<file path="src/hw/rtl/bmor_pkg.sv">
package bmor_pkg;

  // Line geometry.
  localparam int MaxWidth = 256;
  localparam int LineIdxW = $clog2(MaxWidth);
  localparam int EwW      = LineIdxW + 1;

  // Field and register widths.
  localparam int PixW    = 8;
  localparam int DimW    = 9;
  localparam int HeightW = 16;
  localparam int CfgIdxW = 2;
  localparam int CfgW    = 16;
  localparam int CmpW    = (DimW > EwW) ? DimW : EwW;

  localparam logic [PixW-1:0] FgLevel = 8'hFF;
  localparam logic [PixW-1:0] BgLevel = 8'h00;

  // Register indexes of the configuration port.
  localparam logic [CfgIdxW-1:0] CfgMode   = 2'd0;
  localparam logic [CfgIdxW-1:0] CfgWidth  = 2'd1;
  localparam logic [CfgIdxW-1:0] CfgHeight = 2'd2;

  // Action codes.
  localparam logic ActPixel = 1'b0;
  localparam logic ActDrain = 1'b1;

  // Mode codes.
  localparam logic ModeErode  = 1'b0;
  localparam logic ModeDilate = 1'b1;

  // Result queue geometry.
  localparam int FifoDepth = 4;
  localparam int FifoPtrW  = $clog2(FifoDepth);
  localparam int FifoCntW  = FifoPtrW + 1;

  // One queued result beat.
  typedef struct packed {
    logic fg;
    logic done;
    logic last;
  } res_t;

  // Taps of the line buffer.
  typedef struct packed {
    logic at_col;
    logic next_col;
  } line_tap_t;

  // Erosion is an AND over the window, dilation an OR.
  function automatic logic win4(input logic mode, input logic a, input logic b,
                                input logic c, input logic d);
    logic r;
    if (mode == ModeErode) begin
      r = a & b & c & d;
    end else begin
      r = a | b | c | d;
    end
    return r;
  endfunction

endpackage

</file>
<file path="src/hw/rtl/bmor_cell.sv">
module bmor_cell (
  input  logic clk_i,
  input  logic shift_i,
  input  logic bit_i,
  output logic bit_o
);

  logic bit_q;

  // Take the neighbor's bit on every shift.
  always_ff @(posedge clk_i) begin
    if (shift_i) begin
      bit_q <= bit_i;
    end
  end

  assign bit_o = bit_q;

endmodule

</file>
<file path="src/hw/rtl/bmor_line.sv">
module bmor_line (
  input  logic                          clk_i,
  input  logic                          shift_i,
  input  logic                          bit_i,
  input  logic [bmor_pkg::LineIdxW-1:0] tap_sel_i,
  output bmor_pkg::line_tap_t           tap_o
);

  logic [bmor_pkg::MaxWidth-1:0] chain;
  logic [bmor_pkg::LineIdxW-1:0] next_sel;

  // Row of one-bit cells; cell k holds the bit shifted in k+1 beats ago.
  for (genvar k = 0; k < bmor_pkg::MaxWidth; k++) begin : g_cell
    if (k == 0) begin : g_head
      bmor_cell u_cell (
        .clk_i  (clk_i),
        .shift_i(shift_i),
        .bit_i  (bit_i),
        .bit_o  (chain[k])
      );
    end else begin : g_body
      bmor_cell u_cell (
        .clk_i  (clk_i),
        .shift_i(shift_i),
        .bit_i  (chain[k-1]),
        .bit_o  (chain[k])
      );
    end
  end

  // The bit one row old, and the one after it in the same row.
  assign next_sel       = tap_sel_i - bmor_pkg::LineIdxW'(1);
  assign tap_o.at_col   = chain[tap_sel_i];
  assign tap_o.next_col = chain[next_sel];

endmodule

</file>
<file path="src/hw/rtl/binary_morphology_2x2_unit.sv">
// Streaming 2x2 binary erosion / dilation.
// Input channel: in_valid_i / in_stall_o carry action_i and pixel_in_i. A pixel
// beat (action 0) delivers the next raster pixel; 255 is foreground. After the
// last row is in, drain beats (action 1) give the last result row, one per beat.
// Output channel: out_valid_o / out_stall_i carry pixel_out_o (0 or 255),
// frame_done_o on the frame's final result and run_end_o on the last result
// caused by an input beat.
// Throughput: one input beat per cycle while in_stall_o is low. In every row
// after the first, a row of W pixels gives W results; for W above 1, none on its
// first beat and two on its last.
// Results pass through a four-entry queue, and in_stall_o rises once it holds
// three or more.
// When the receiver stalls, the queue fills and then stalls the input side.
// Reset clears the frame position, the queue and the registers (mode erosion,
// width 200, height 200). Writing width or height restarts the frame.
// Write configuration only while no beat is in flight; the block doesn't check.
module binary_morphology_2x2_unit (
  input  logic                          clk_i,
  input  logic                          rst_ni,
  input  logic                          cfg_we_i,
  input  logic [bmor_pkg::CfgIdxW-1:0]  cfg_idx_i,
  input  logic [bmor_pkg::CfgW-1:0]     cfg_data_i,
  input  logic                          in_valid_i,
  output logic                          in_stall_o,
  input  logic                          action_i,
  input  logic [bmor_pkg::PixW-1:0]     pixel_in_i,
  output logic                          out_valid_o,
  input  logic                          out_stall_i,
  output logic [bmor_pkg::PixW-1:0]     pixel_out_o,
  output logic                          frame_done_o,
  output logic                          run_end_o
);

  // Configuration registers.
  logic                           mode_q;
  logic [bmor_pkg::DimW-1:0]      width_q;
  logic [bmor_pkg::HeightW-1:0]   height_q;

  // Frame position.
  logic [bmor_pkg::HeightW-1:0]   row_q, row_d;
  logic [bmor_pkg::LineIdxW-1:0]  col_q, col_d;
  logic [bmor_pkg::LineIdxW-1:0]  drain_q, drain_d;
  logic                           ul_q, ul_d;
  logic                           ll_q, ll_d;
  logic                           restart;

  // Effective geometry.
  logic [bmor_pkg::CmpW-1:0]      width_ext;
  logic [bmor_pkg::EwW-1:0]       eff_w;
  logic [bmor_pkg::LineIdxW-1:0]  wm1;
  logic [bmor_pkg::HeightW-1:0]   eff_h;
  logic                           pad;
  logic                           rows_in;

  // Item handling.
  logic                           accept;
  logic                           fg;
  logic                           pix_go;
  logic                           drain_go;
  logic                           shift;
  logic                           shift_bit;
  bmor_pkg::line_tap_t            tap;
  logic                           last_col;
  logic                           drain_last;
  logic                           r1_v, r2_v;
  logic                           r1_fg, r2_fg;
  logic [1:0]                     push_n;
  bmor_pkg::res_t                 e0, e1;

  // Result queue.
  bmor_pkg::res_t                 fifo_q [bmor_pkg::FifoDepth];
  logic [bmor_pkg::FifoPtrW-1:0]  wr_q, rd_q;
  logic [bmor_pkg::FifoCntW-1:0]  cnt_q;
  logic                           pop;
  bmor_pkg::res_t                 head;

  // Width 0 acts as 1, widths above the line length act as the line length.
  assign width_ext = bmor_pkg::CmpW'(width_q);
  always_comb begin
    if (width_ext == '0) begin
      eff_w = bmor_pkg::EwW'(1);
    end else if (width_ext > bmor_pkg::CmpW'(bmor_pkg::MaxWidth)) begin
      eff_w = bmor_pkg::EwW'(bmor_pkg::MaxWidth);
    end else begin
      eff_w = bmor_pkg::EwW'(width_ext);
    end
  end
  assign wm1     = bmor_pkg::LineIdxW'(eff_w - bmor_pkg::EwW'(1));
  assign eff_h   = (height_q == '0) ? bmor_pkg::HeightW'(1) : height_q;
  assign pad     = (mode_q == bmor_pkg::ModeErode);
  assign rows_in = (row_q >= eff_h);

  // Configuration writes.
  assign restart = cfg_we_i && (cfg_idx_i == bmor_pkg::CfgWidth ||
                                cfg_idx_i == bmor_pkg::CfgHeight);
  always_ff @(posedge clk_i or negedge rst_ni) begin
    if (!rst_ni) begin
      mode_q   <= bmor_pkg::ModeErode;
      width_q  <= bmor_pkg::DimW'(200);
      height_q <= bmor_pkg::HeightW'(200);
    end else if (cfg_we_i) begin
      case (cfg_idx_i)
        bmor_pkg::CfgMode:   mode_q   <= cfg_data_i[0];
        bmor_pkg::CfgWidth:  width_q  <= cfg_data_i[bmor_pkg::DimW-1:0];
        bmor_pkg::CfgHeight: height_q <= cfg_data_i[bmor_pkg::HeightW-1:0];
        default: ;
      endcase
    end
  end

  // Item decode.
  assign accept   = in_valid_i && !in_stall_o;
  assign fg       = (pixel_in_i == bmor_pkg::FgLevel);
  assign pix_go   = accept && (action_i == bmor_pkg::ActPixel) && !rows_in;
  assign drain_go = accept && (action_i == bmor_pkg::ActDrain) && rows_in;
  assign shift    = pix_go || drain_go;
  assign shift_bit = pix_go ? fg : 1'b0;

  // Line buffer: the tap one row back gives the upper neighbor.
  bmor_line u_line (
    .clk_i    (clk_i),
    .shift_i  (shift),
    .bit_i    (shift_bit),
    .tap_sel_i(wm1),
    .tap_o    (tap)
  );

  // Window results for the current item.
  assign last_col   = (col_q == wm1);
  assign drain_last = (drain_q == wm1);
  assign r1_fg = bmor_pkg::win4(mode_q, ul_q, tap.at_col, ll_q, fg);
  assign r2_fg = bmor_pkg::win4(mode_q, tap.at_col, pad, fg, pad);
  assign r1_v  = pix_go && (row_q != '0) && (col_q != '0);
  assign r2_v  = pix_go && (row_q != '0) && last_col;

  always_comb begin
    e0     = '0;
    e1     = '0;
    push_n = 2'd0;
    if (drain_go) begin
      e0.fg   = bmor_pkg::win4(mode_q, tap.at_col,
                               drain_last ? pad : tap.next_col, pad, pad);
      e0.done = drain_last;
      e0.last = 1'b1;
      push_n  = 2'd1;
    end else if (r1_v && r2_v) begin
      e0.fg   = r1_fg;
      e1.fg   = r2_fg;
      e1.last = 1'b1;
      push_n  = 2'd2;
    end else if (r1_v) begin
      e0.fg   = r1_fg;
      e0.last = 1'b1;
      push_n  = 2'd1;
    end else if (r2_v) begin
      e0.fg   = r2_fg;
      e0.last = 1'b1;
      push_n  = 2'd1;
    end
  end

  // Next frame position.
  always_comb begin
    row_d   = row_q;
    col_d   = col_q;
    drain_d = drain_q;
    ul_d    = ul_q;
    ll_d    = ll_q;
    if (restart) begin
      row_d   = '0;
      col_d   = '0;
      drain_d = '0;
      ul_d    = 1'b0;
      ll_d    = 1'b0;
    end else if (pix_go) begin
      if (last_col) begin
        col_d = '0;
        row_d = row_q + bmor_pkg::HeightW'(1);
        ul_d  = 1'b0;
        ll_d  = 1'b0;
      end else begin
        col_d = col_q + bmor_pkg::LineIdxW'(1);
        ul_d  = tap.at_col;
        ll_d  = fg;
      end
    end else if (drain_go) begin
      if (drain_last) begin
        row_d   = '0;
        col_d   = '0;
        drain_d = '0;
        ul_d    = 1'b0;
        ll_d    = 1'b0;
      end else begin
        drain_d = drain_q + bmor_pkg::LineIdxW'(1);
      end
    end
  end

  always_ff @(posedge clk_i or negedge rst_ni) begin
    if (!rst_ni) begin
      row_q   <= '0;
      col_q   <= '0;
      drain_q <= '0;
      ul_q    <= 1'b0;
      ll_q    <= 1'b0;
    end else begin
      row_q   <= row_d;
      col_q   <= col_d;
      drain_q <= drain_d;
      ul_q    <= ul_d;
      ll_q    <= ll_d;
    end
  end

  // Result queue storage.
  always_ff @(posedge clk_i) begin
    if (push_n != 2'd0) begin
      fifo_q[wr_q] <= e0;
    end
    if (push_n == 2'd2) begin
      fifo_q[wr_q + bmor_pkg::FifoPtrW'(1)] <= e1;
    end
  end

  // Result queue pointers and fill count.
  assign pop = out_valid_o && !out_stall_i;
  always_ff @(posedge clk_i or negedge rst_ni) begin
    if (!rst_ni) begin
      wr_q  <= '0;
      rd_q  <= '0;
      cnt_q <= '0;
    end else begin
      wr_q  <= wr_q + bmor_pkg::FifoPtrW'(push_n);
      rd_q  <= rd_q + bmor_pkg::FifoPtrW'(pop);
      cnt_q <= cnt_q + bmor_pkg::FifoCntW'(push_n) - bmor_pkg::FifoCntW'(pop);
    end
  end

  // Room for two results is needed before a beat is taken.
  assign in_stall_o = (cnt_q > bmor_pkg::FifoCntW'(bmor_pkg::FifoDepth - 2));

  assign head         = fifo_q[rd_q];
  assign out_valid_o  = (cnt_q != '0);
  assign pixel_out_o  = head.fg ? bmor_pkg::FgLevel : bmor_pkg::BgLevel;
  assign frame_done_o = head.done;
  assign run_end_o    = head.last;

  // The queue never overflows.
  a_fifo_bound: assert property (@(posedge clk_i) disable iff (!rst_ni)
    cnt_q <= bmor_pkg::FifoCntW'(bmor_pkg::FifoDepth))
    else $error("result queue overflow");

  // The column stays inside the effective row.
  a_col_range: assert property (@(posedge clk_i) disable iff (!rst_ni)
    col_q <= wm1)
    else $error("column beyond row end");

  // The frame's final result also closes its run.
  a_done_last: assert property (@(posedge clk_i) disable iff (!rst_ni)
    out_valid_o && frame_done_o |-> run_end_o)
    else $error("frame end without run end");

  // The drain column only moves once all rows are in.
  a_drain_idle: assert property (@(posedge clk_i) disable iff (!rst_ni)
    !rows_in |-> drain_q == '0)
    else $error("drain column moved while rows pending");

endmodule

</file>
<file path="config.mk">
export PLATFORM = sky130hd
export DESIGN_NAME = binary_morphology_2x2_unit
export DESIGN_NICKNAME = d
export VERILOG_FILES = /design/src/hw/rtl/bmor_pkg.sv /design/src/hw/rtl/bmor_cell.sv /design/src/hw/rtl/bmor_line.sv /design/src/hw/rtl/binary_morphology_2x2_unit.sv
export SDC_FILE = /design/constraint.sdc
export NUM_CORES = 1
export LEC_CHECK = 0
export CAP_MARGIN = 20
export CORE_MARGIN = 4
export CORE_UTILIZATION = 60
export CTS_CLUSTER_SIZE = 8
export DETAILED_ROUTE_END_ITERATION = 16
export DONT_BUFFER_PORTS = 1
export GPL_ROUTABILITY_DRIVEN = 0
export GPL_TIMING_DRIVEN = 0
export PLACE_DENSITY = 0.76
export SETUP_SLACK_MARGIN = 0.05
export SLEW_MARGIN = 20
export SYNTH_ARGS = -nofsm -noshare
export SYNTH_HDL_FRONTEND = slang
export SYNTH_HIERARCHICAL = 1
export SYNTH_SLANG_ARGS = --single-unit
</file>
<file path="constraint.sdc">
create_clock -name clk_i -period 9.5 [get_ports clk_i]
set_input_delay 1.9 -clock clk_i [delete_from_list [all_inputs] [get_ports clk_i]]
set_output_delay 1.9 -clock clk_i [all_outputs]
set_load 0.05 [all_outputs]
</file>
# After elaboration in Yosys (flattened, before gate mapping)
# Memory sizes are Yosys's and may differ from the RTL's.
# Cells that the tools add are included.
# totals
ff_bits	323
ramBits	12
memories	1
# op_classes
addsub	10
order_cmp	5
eq_ne	8
mux	55
n_bitwise	20
n_reduce_logical	32
# memory_table
name	words	word_bits	rd	rd_clocked_by_memory_dff	write_ports	line	rtl
fifo_q	4	3	1	0	2	binary_morphology_2x2_unit.sv:71	bmor_pkg::res_t fifo_q [bmor_pkg::FifoDepth];
# op_table
cell	count
$mux 16	6
$mux 8	12
$mux 1	33
$lt 8x9->1 const B	2
$add 16x1->16 const B	1
$add 8x1->8 const B	2
$bmux 1 s8	2
$eq 8x8->1	2
$ge 16x16->1	1
$logic_not 16->1	1
$reduce_bool 16->1	1
$sub 8x1->8 const B	2
$logic_and 1x1->1	11
$reduce_and 2->1	5
$and 1x1->1	9
$gt 9x9->1 const B	1
$logic_not 9->1	1
$or 1x1->1	9
$reduce_bool 3->1	3
$eq 8x8->1 const B	1
$reduce_bool 8->1	1
$eq 2x2->1 const B	2
$mux 2	2
$reduce_bool 2->1	2
other kinds (14)	18

# Logic depth before layout (Yosys ltp)
# Gate-level depths: netlist of the first run.
# depth
depth_word	14
ltp_mapped	24

# By module
# The synthesis of the first run kept the hierarchy.
# by_module_without_submodules
module	n_inst	cells_each	area_per_inst_um2	seq_area_each_um2
bmor_cell	256	1	30.0	30.0
binary_morphology_2x2_unit	1	568	5388.9	2004.4
bmor_line	1	441	4604.4	0.0

# Worst setup path after synthesis of the first run
# Ideal clock, no wire load.
# synth_path
kind	input port to flip-flop
startpoint	input port in_valid_i
endpoint	register u_line.g_cell[0].g_head.u_cell.bit_q (enable)
setup_ps	1963
arrival_time_ps	6608
required_time_ps	7537
setup_slack_ps	929
stages	4
path_buffers	1
path_cell_list	nand3_1 > a311o_1 > clkbuf_1 > nand2_1
# synth_between
elab_chain_cells	4
word_cells_on_any_way	6
classes_between	6 x reduce/logical
# synth_rtl
element	line	rtl
start: declaration	binary_morphology_2x2_unit.sv:23	input logic in_valid_i,
$logic_and 1x1->1 (*)	binary_morphology_2x2_unit.sv:112	assign accept = in_valid_i && !in_stall_o;
$logic_and 1x1->1 (on tied branches) (2 in a row)	binary_morphology_2x2_unit.sv:114, binary_morphology_2x2_unit.sv:115	
$logic_or 1x1->1 (*)	binary_morphology_2x2_unit.sv:116	assign shift = pix_go || drain_go;
via shift	binary_morphology_2x2_unit.sv:60	logic shift;
end signal: assignment	bmor_cell.sv:13	bit_q <= bit_i;
end: declaration	bmor_cell.sv:8	logic bit_q;
# Mark *: on every way through the listed nets, which the timed path passes. The rest lies on a longest branch.
# A chain may end at the register's enable or synchronous reset.

==> metrics.cfg, run 1 <==
[floorplan]
io_pins = 44
die_x_um = 180
initial_utilization_pct = 61.3
die_height_um = 180
die_area_sq_um = 32300
num_rows = 62
core_sq_um = 28900

[setup_path]
crit_family = compound AO/OA/AOI/OAI gates
slowest_delay_ps = 940
crit_required_ps = 9880
crit_top_cell = clkbuf_1
cp_slowest_cell = a311oi_1
crit_path_start_kind = register
path_buf_inv = 4
critical_path_class = register to register
cp-end-kind = register
cp_cell_sequence = clkbuf_1 > or4_1 > a2bb2oi_1 > ha_1 > clkbuf_1 > nand2b_1 > o221ai_1 > clkbuf_1 > clkbuf_1 > mux2i_1 > nand2_1 > o211ai_1 > o21ai_0 > a311oi_1 > a311oi_1 > maj3_1 > nor3b_1 > nand4_1 > o21ai_0 > a32oi_1 > a21oi_1
critPathArrivalTime_ps = 7260
crit_fanout = 10

[job]
drv_cap = 0

[sta]
rsz0062_at_grt = false
fin_ws_ps = 2610
slew_violations = 0
layout_min_cycle_time_ps = 6890
slew_headroom_pct = 26.3
worst_pin_slew_ps = 1100
fin_setup_tns_ps = 0
finalSetupViolCount = 0
min_period_over_period_pct = 72.5
fmax_mhz = 145
finalClockSkew_ps = 21.5
hold_viol = 0

[synth]
synth-async-reset-ratio_pct = 20.0
synth.yosys.warnings = 6
ys.flop_type = edfxtp_1
yosysSeqAreaShare_pct = 54.8
syn_nets = 1330
avgSynthCellArea_sq_um = 14.0
synth_edf_count = 264
syn_inst = 1265
synth.ff_latch_count = 335
syn_area_sq_um = 17700
ys_types = 85

[clock_network]
cts_tree = built
clkTransAtPathRegs_ps = 50
cts_buffer_depth = 3
cts_max_level = 2
clock-sinks = 335
cts_buffers = 47
cts_resized = 0
cts_setup_buffers = 0
postCtsHoldBufs = 0
clock-root-buffer = clkbuf_16
insertion_delay_ps = 550

[final_layout]
final_cell_mix = edfxtp_1, mux2i_1, mux4_2, dfrtp_1, nor2_1
regArea_sq_um = 9690
nNetsFinal = 1385
nFillCells = 2010
final_common_cell = edfxtp_1
diodes = 0
syn_to_final_growth_pct = 10.8
multiInputGateArea_sq_um = 7390
drive_gt1_share_pct = 16.8
design_area_sq_um = 19600

[route]
ant_nets = 0
dr.first_iter.drc_count = 1289
wl_per_cell_um = 26.0
first_pass_iters = 6
drc = 0
avgViaCountPerCell = 6.93
via_count = 11900
drt_wl_total_um = 44800

[global_route]
grt_max_degree = 68
grt_pass1_vias = 11900
grt_usage_pct = 27.2
antenna_found_initial = 0
overflow = 0
grt_pass1_wl_um = 69800

[power]
power.density_nw_per_um2 = 252
cellLeakagePower_nw = 6.42
max-vdd-ir-drop_v = 0.000155

[placement]
dp_slack_ps = 2910
io_buffers = 0
place_area_sq_um = 18300
dp_hpwl_um = 30400

[worst_hold_path]
hold_path.class = register to register

[status]
status = completed

sequential cells by signal, indices dropped and copies added, names as in the netlist:
register,count
rd_q,2
u_line/g_cell.g_head.u_cell/bit_o,1
fifo_q,12
ul_q,1
col_q,8
cnt_q,3
drain_q,8
mode_q,1
height_q,16
row_q,16
u_line/g_cell.g_body.u_cell/bit_o,255
width_ext,9
ll_q,1
wr_q,2
cell families after synthesis:
| group | Yosys count | share of synthesized area (%) |
|---|---|---|
| DFF | 335 | 54.8 |
| and+or+nand+nor | 267 | 8.10 |
| adders and majority gates | 34 | 2.43 |
| muxes | 242 | 19.6 |
| AOI/OAI and AO/OA | 218 | 9.36 |
| buffers and inverters | 126 | 3.43 |
| xor gates and xnor gates | 43 | 2.29 |
where the power goes:
group          internal, W  total (W)  switching [W]  leakage (nW)
combinational     0.000603    0.00167        0.00106          3.19
clock             0.000898    0.00151       0.000611         0.622
sequential         0.00169    0.00176      0.0000657          2.61
total              0.00320    0.00493        0.00174          6.42
stage by stage:
stage / std cells / power [W] / util, % / hold slack (ps)
after floorplan: 1265 / 0.00301 / - / 435
after global placement: 1649 / 0.00344 / 62.9 / 446
after detailed placement: 1654 / 0.00342 / 63.4 / 457
after CTS: 1721 / 0.00494 / 67.9 / 468
after global routing: 1722 / 0.00512 / 67.9 / 481
final: 1722 / 0.00493 / 67.9 / 467
cells in the mapped netlist (5+ instances only):
master     number  area share, %
a211o_1         7           0.35
nand2b_1        5           0.18
clkbuf_1       33           0.70
nor3b_1         6           0.25
o211ai_1        6           0.25
nand3b_1        5           0.21
o22ai_1        10           0.35
and3_1         11           0.39
buf_4          13           0.55
ha_1           32            2.3
nand4_1        18           0.64
xnor2_1        16           0.79
a22o_1         35            1.7
nor2_1         51            1.1
mux2_2         37            2.4
o21ai_1         8           0.23
dfstp_2         6           0.89
nor2b_1        11           0.39
xor2_1         25            1.2
and2_1          6           0.21
a31oi_1         5           0.18
inv_1          43           0.91
o21ai_0        24           0.68
edfxtp_1      264             45
dfrtp_1        61            8.6
o2111ai_1       5           0.25
nand3_1        44            1.2
mux4_1         14            2.1
a22oi_1        33            1.4
o31ai_1         6           0.25
nor3_1         20           0.57
mux2i_1       129            7.3
nand2_1        45           0.96
mux4_2         61            7.8
nor4_1         10           0.35
buf_2          29           0.82
or3_1           7           0.25
a21o_1          6           0.25
a21oi_1        25           0.71
area by class of cell:
cell class              count  share of cell area, %
plain buffers              83                   2.27
clock buffers              64                   6.33
clock inverters             3                  0.281
inverters                  43                  0.824
multi-input cells         804                   37.7
flip-flops and latches    335                   49.5
well taps                 384                   2.45
repair buffers              6                  0.689
per-layer routing:
metal | vias up | part of all wire (%) | wire, um | global-route usage, %
met5 | - | 0 | 0 | 0
met4 | 0 | 3.8 | 1680 | 9.97
met3 | 131 | 8.3 | 3740 | 5.40
met2 | 653 | 48 | 21500 | 44.3
met1 | 5984 | 40 | 17900 | 37.0
li1 | 5163 | - | - | -
path summary, 6_finish.rpt:
check	from	end	slack (ps)	depth (start not counted)
max reg2reg	width_ext[2]	fifo_q[3][2]	2610	21
min reg2reg	u_line/g_cell[209].g_body.u_cell/bit_o	u_line/g_cell[210].g_body.u_cell/bit_o	470	0
min in group asynchronous	rst_ni	row_q[0]	1050	0
max	width_ext[2]	fifo_q[3][2]	2610	21
max in group asynchronous	rst_ni	width_ext[7]	8270	0
min	u_line/g_cell[209].g_body.u_cell/bit_o	u_line/g_cell[210].g_body.u_cell/bit_o	470	0
(Power assumes the default switching activity.)
==> run 2, diff against run 1 <==
==> constraint.sdc (replaced) <==
create_clock -name clk_i -period 6.65 [get_ports clk_i]
set_input_delay 1.33 -clock clk_i [delete_from_list [all_inputs] [get_ports clk_i]]
set_output_delay 1.33 -clock clk_i [all_outputs]
set_load 0.05 [all_outputs]
==> run 2 against run 1 <==
Net effect: setup slack worse by 2200 ps; fmax increased by 10%; critical path depth increased by 2; final area is 0.18% lower; cell count decreased by 0.17%; wire length is essentially flat; sequential share of layout area increased by 0.088 points; clock power grew 42%; sequential power increased by 43%; non-clock buffer count down 3; die area stayed put; first-iteration DRC count increased by 6.7%; critical endpoint is now fifo_q[1][2]; largest power group unchanged.
==> metrics.cfg, run 2 (synthesized netlist as in run 1, its figures left out) <==
[route]
avgViaCountPerCell = 6.99  ; was 6.93
first_pass_iters = 6  ; unchanged
wl_per_cell_um = 26.1  ; was 26.0 um
via_count = 12000  ; was 11.9k
drc = 0  ; unchanged
drt_wl_total_um = 44800  ; about the same
dr.first_iter.drc_count = 1376  ; was 1,289
ant_nets = 0  ; unchanged

[final_layout]
diodes = 0  ; unchanged
syn_to_final_growth_pct = 10.7  ; was 10.8%
drive_gt1_share_pct = 16.9  ; was 16.8%
design_area_sq_um = 19600  ; about the same
utilization_pct = 67.8  ; was 67.9%
nNetsFinal = 1382  ; was 1,385
final_cell_mix = edfxtp_1, mux2i_1, mux4_2, dfrtp_1, nor2_1  ; unchanged
largest_reg_flops = 255  ; unchanged
final_common_cell = edfxtp_1  ; unchanged

[floorplan]
num_rows = 62  ; unchanged
core_sq_um = 28900  ; unchanged
io_pins = 44  ; unchanged
die_height_um = 180  ; unchanged
initial_utilization_pct = 61.3  ; unchanged
die_area_sq_um = 32300  ; unchanged
die_x_um = 180  ; unchanged

[sta]
holdWs_ps = 464  ; was 467 ps
finalClockSkew_ps = 17.7  ; was 21.5 ps
slew_headroom_pct = 31.9  ; was 26.3%
worst_pin_slew_ps = 1020  ; was 1100 ps
slew_violations = 0  ; unchanged
rsz0062_at_grt = false  ; unchanged
fmax_mhz = 160  ; was 145 MHz
finalSetupViolCount = 0  ; unchanged
min_period_over_period_pct = 94.1  ; was 72.5%
hold_viol = 0  ; unchanged
layout_min_cycle_time_ps = 6250  ; was 6890 ps

[setup_path]
cp_cell_sequence = clkbuf_1 > or4_1 > a2bb2oi_2 > ha_1 > clkbuf_1 > nor3b_1 > o221ai_1 > clkbuf_1 > clkbuf_2 > mux2i_1 > nand2_1 > o211ai_1 > o21ai_0 > a311oi_1 > a311oi_2 > o31ai_1 > o31ai_1 > nand2_1 > nor2_1 > a31oi_1 > o21ai_0 > a32oi_1 > a21oi_1  ; was clkbuf_1 > or4_1 > a2bb2oi_1 > ha_1 > clkbuf_1 > nand2b_1 > o221ai_1 > clkbuf_1 > clkbuf_1 > mux2i_1 > nand2_1 > o211ai_1 > o21ai_0 > a311oi_1 > a311oi_1 > maj3_1 > nor3b_1 > nand4_1 > o21ai_0 > a32oi_1 > a21oi_1
crit_path_start_kind = register  ; unchanged
cp_slowest_cell = or4_1  ; was a311oi_1
slowest_delay_ps = 580  ; was 940 ps
critPathArrivalTime_ps = 6510  ; was 7260 ps
cp-end-kind = register  ; unchanged
critical_path_class = register to register  ; unchanged
crit_fanout = 10  ; unchanged
crit_required_ps = 6910  ; was 9880 ps
crit_top_cell = clkbuf_1  ; unchanged

[global_route]
overflow = 0  ; unchanged
grt_usage_pct = 27.0  ; was 27.2%
grt_pass1_wl_um = 69300  ; was 69,800 um
grt_max_degree = 73  ; was 68
grt_pass1_vias = 12000  ; was 11.9k
antenna_found_initial = 0  ; unchanged

[job]
drv_cap = 0  ; unchanged

[clock_network]
insertion_delay_ps = 540  ; was 550 ps
cts_setup_buffers = 0  ; unchanged
clock-sinks = 335  ; unchanged
cts_tree = built  ; unchanged
clkTransAtPathRegs_ps = 50  ; about the same
cts_max_level = 2  ; unchanged
cts_buffers = 47  ; unchanged
postCtsHoldBufs = 0  ; unchanged
cts_resized = 0  ; unchanged
cts_buffer_depth = 3  ; unchanged
clock-root-buffer = clkbuf_16  ; unchanged

[placement]
io_buffers = 0  ; unchanged
place_area_sq_um = 18300  ; about the same
dp_hpwl_um = 30400  ; about the same

[status]
status = completed  ; unchanged

[power]
cellLeakagePower_nw = 6.40  ; was 6.42 nW
max-vdd-ir-drop_v = 0.000264  ; was 0.000155 V
power.density_nw_per_um2 = 360  ; was 252 nW/um^2

[worst_hold_path]
hold_path.class = register to register  ; unchanged

-- run 2: critical path, delay by kind of cell, from the launching register on --
kind / cells / cell delay (ps)
AOI/OAI and AO/OA: 12 / 2760
buffers and inverters: 4 / 1370
DFF: 1 / 370
adders and majority gates: 1 / 220
and+or+nand+nor: 5 / 1020
muxes: 1 / 230
-- run 2: path summary, 6_finish.rpt --
path / start / end / slack, ps / depth (start not counted)
worst max register to register: width_ext[2] / fifo_q[1][2] / 400 / 23
worst min register to register: u_line/g_cell[153].g_body.u_cell/bit_o / u_line/g_cell[154].g_body.u_cell/bit_o / 460 / 0
min in group asynchronous: rst_ni / row_q[5] / 490 / 0
max in group asynchronous: rst_ni / width_ext[3] / 5950 / 0
worst max-delay path: width_ext[2] / fifo_q[1][2] / 400 / 23
worst min-delay path: u_line/g_cell[153].g_body.u_cell/bit_o / u_line/g_cell[154].g_body.u_cell/bit_o / 460 / 0
-- run 2: area by class of cell --
type	count	area, sq um
fill	1980	9290
clock inverter	2	25.0
timing repair buffer	3	82.6
clock buffer	65	1260
multi-input combinational	804	7410
sequential	335	9690
buffer	83	445
inverter	43	161
tap	384	480
-- run 2: power breakdown --
group | total (W) | switching, W | internal (W)
clock network | 0.00214 | 0.000845 | 0.00130
logic | 0.00238 | 0.00152 | 0.000855
registers | 0.00251 | 0.0000930 | 0.00242
-- run 2: metrics by stage --
stage	power, W	setup TNS [ps]	setup WS, ps	instances
floorplan	0.00427	0	1020	1265
global placement	0.00486	-187090	-740	1649
detailed placement	0.00487	0	157	1652
CTS	0.00702	0	126	1719
global route	0.00728	0	121	1719
finish	0.00704	0	395	1719
-- run 2: metal layers --
metal / track usage [%] / up-vias / routed length, um
met3: 4.12 / 147 / 3790
met5: 0 / - / 0
met2: 44.1 / 693 / 21500
met4: 10.0 / 0 / 1740
met1: 37.3 / 6032 / 17800
li1: - / 5142 / -
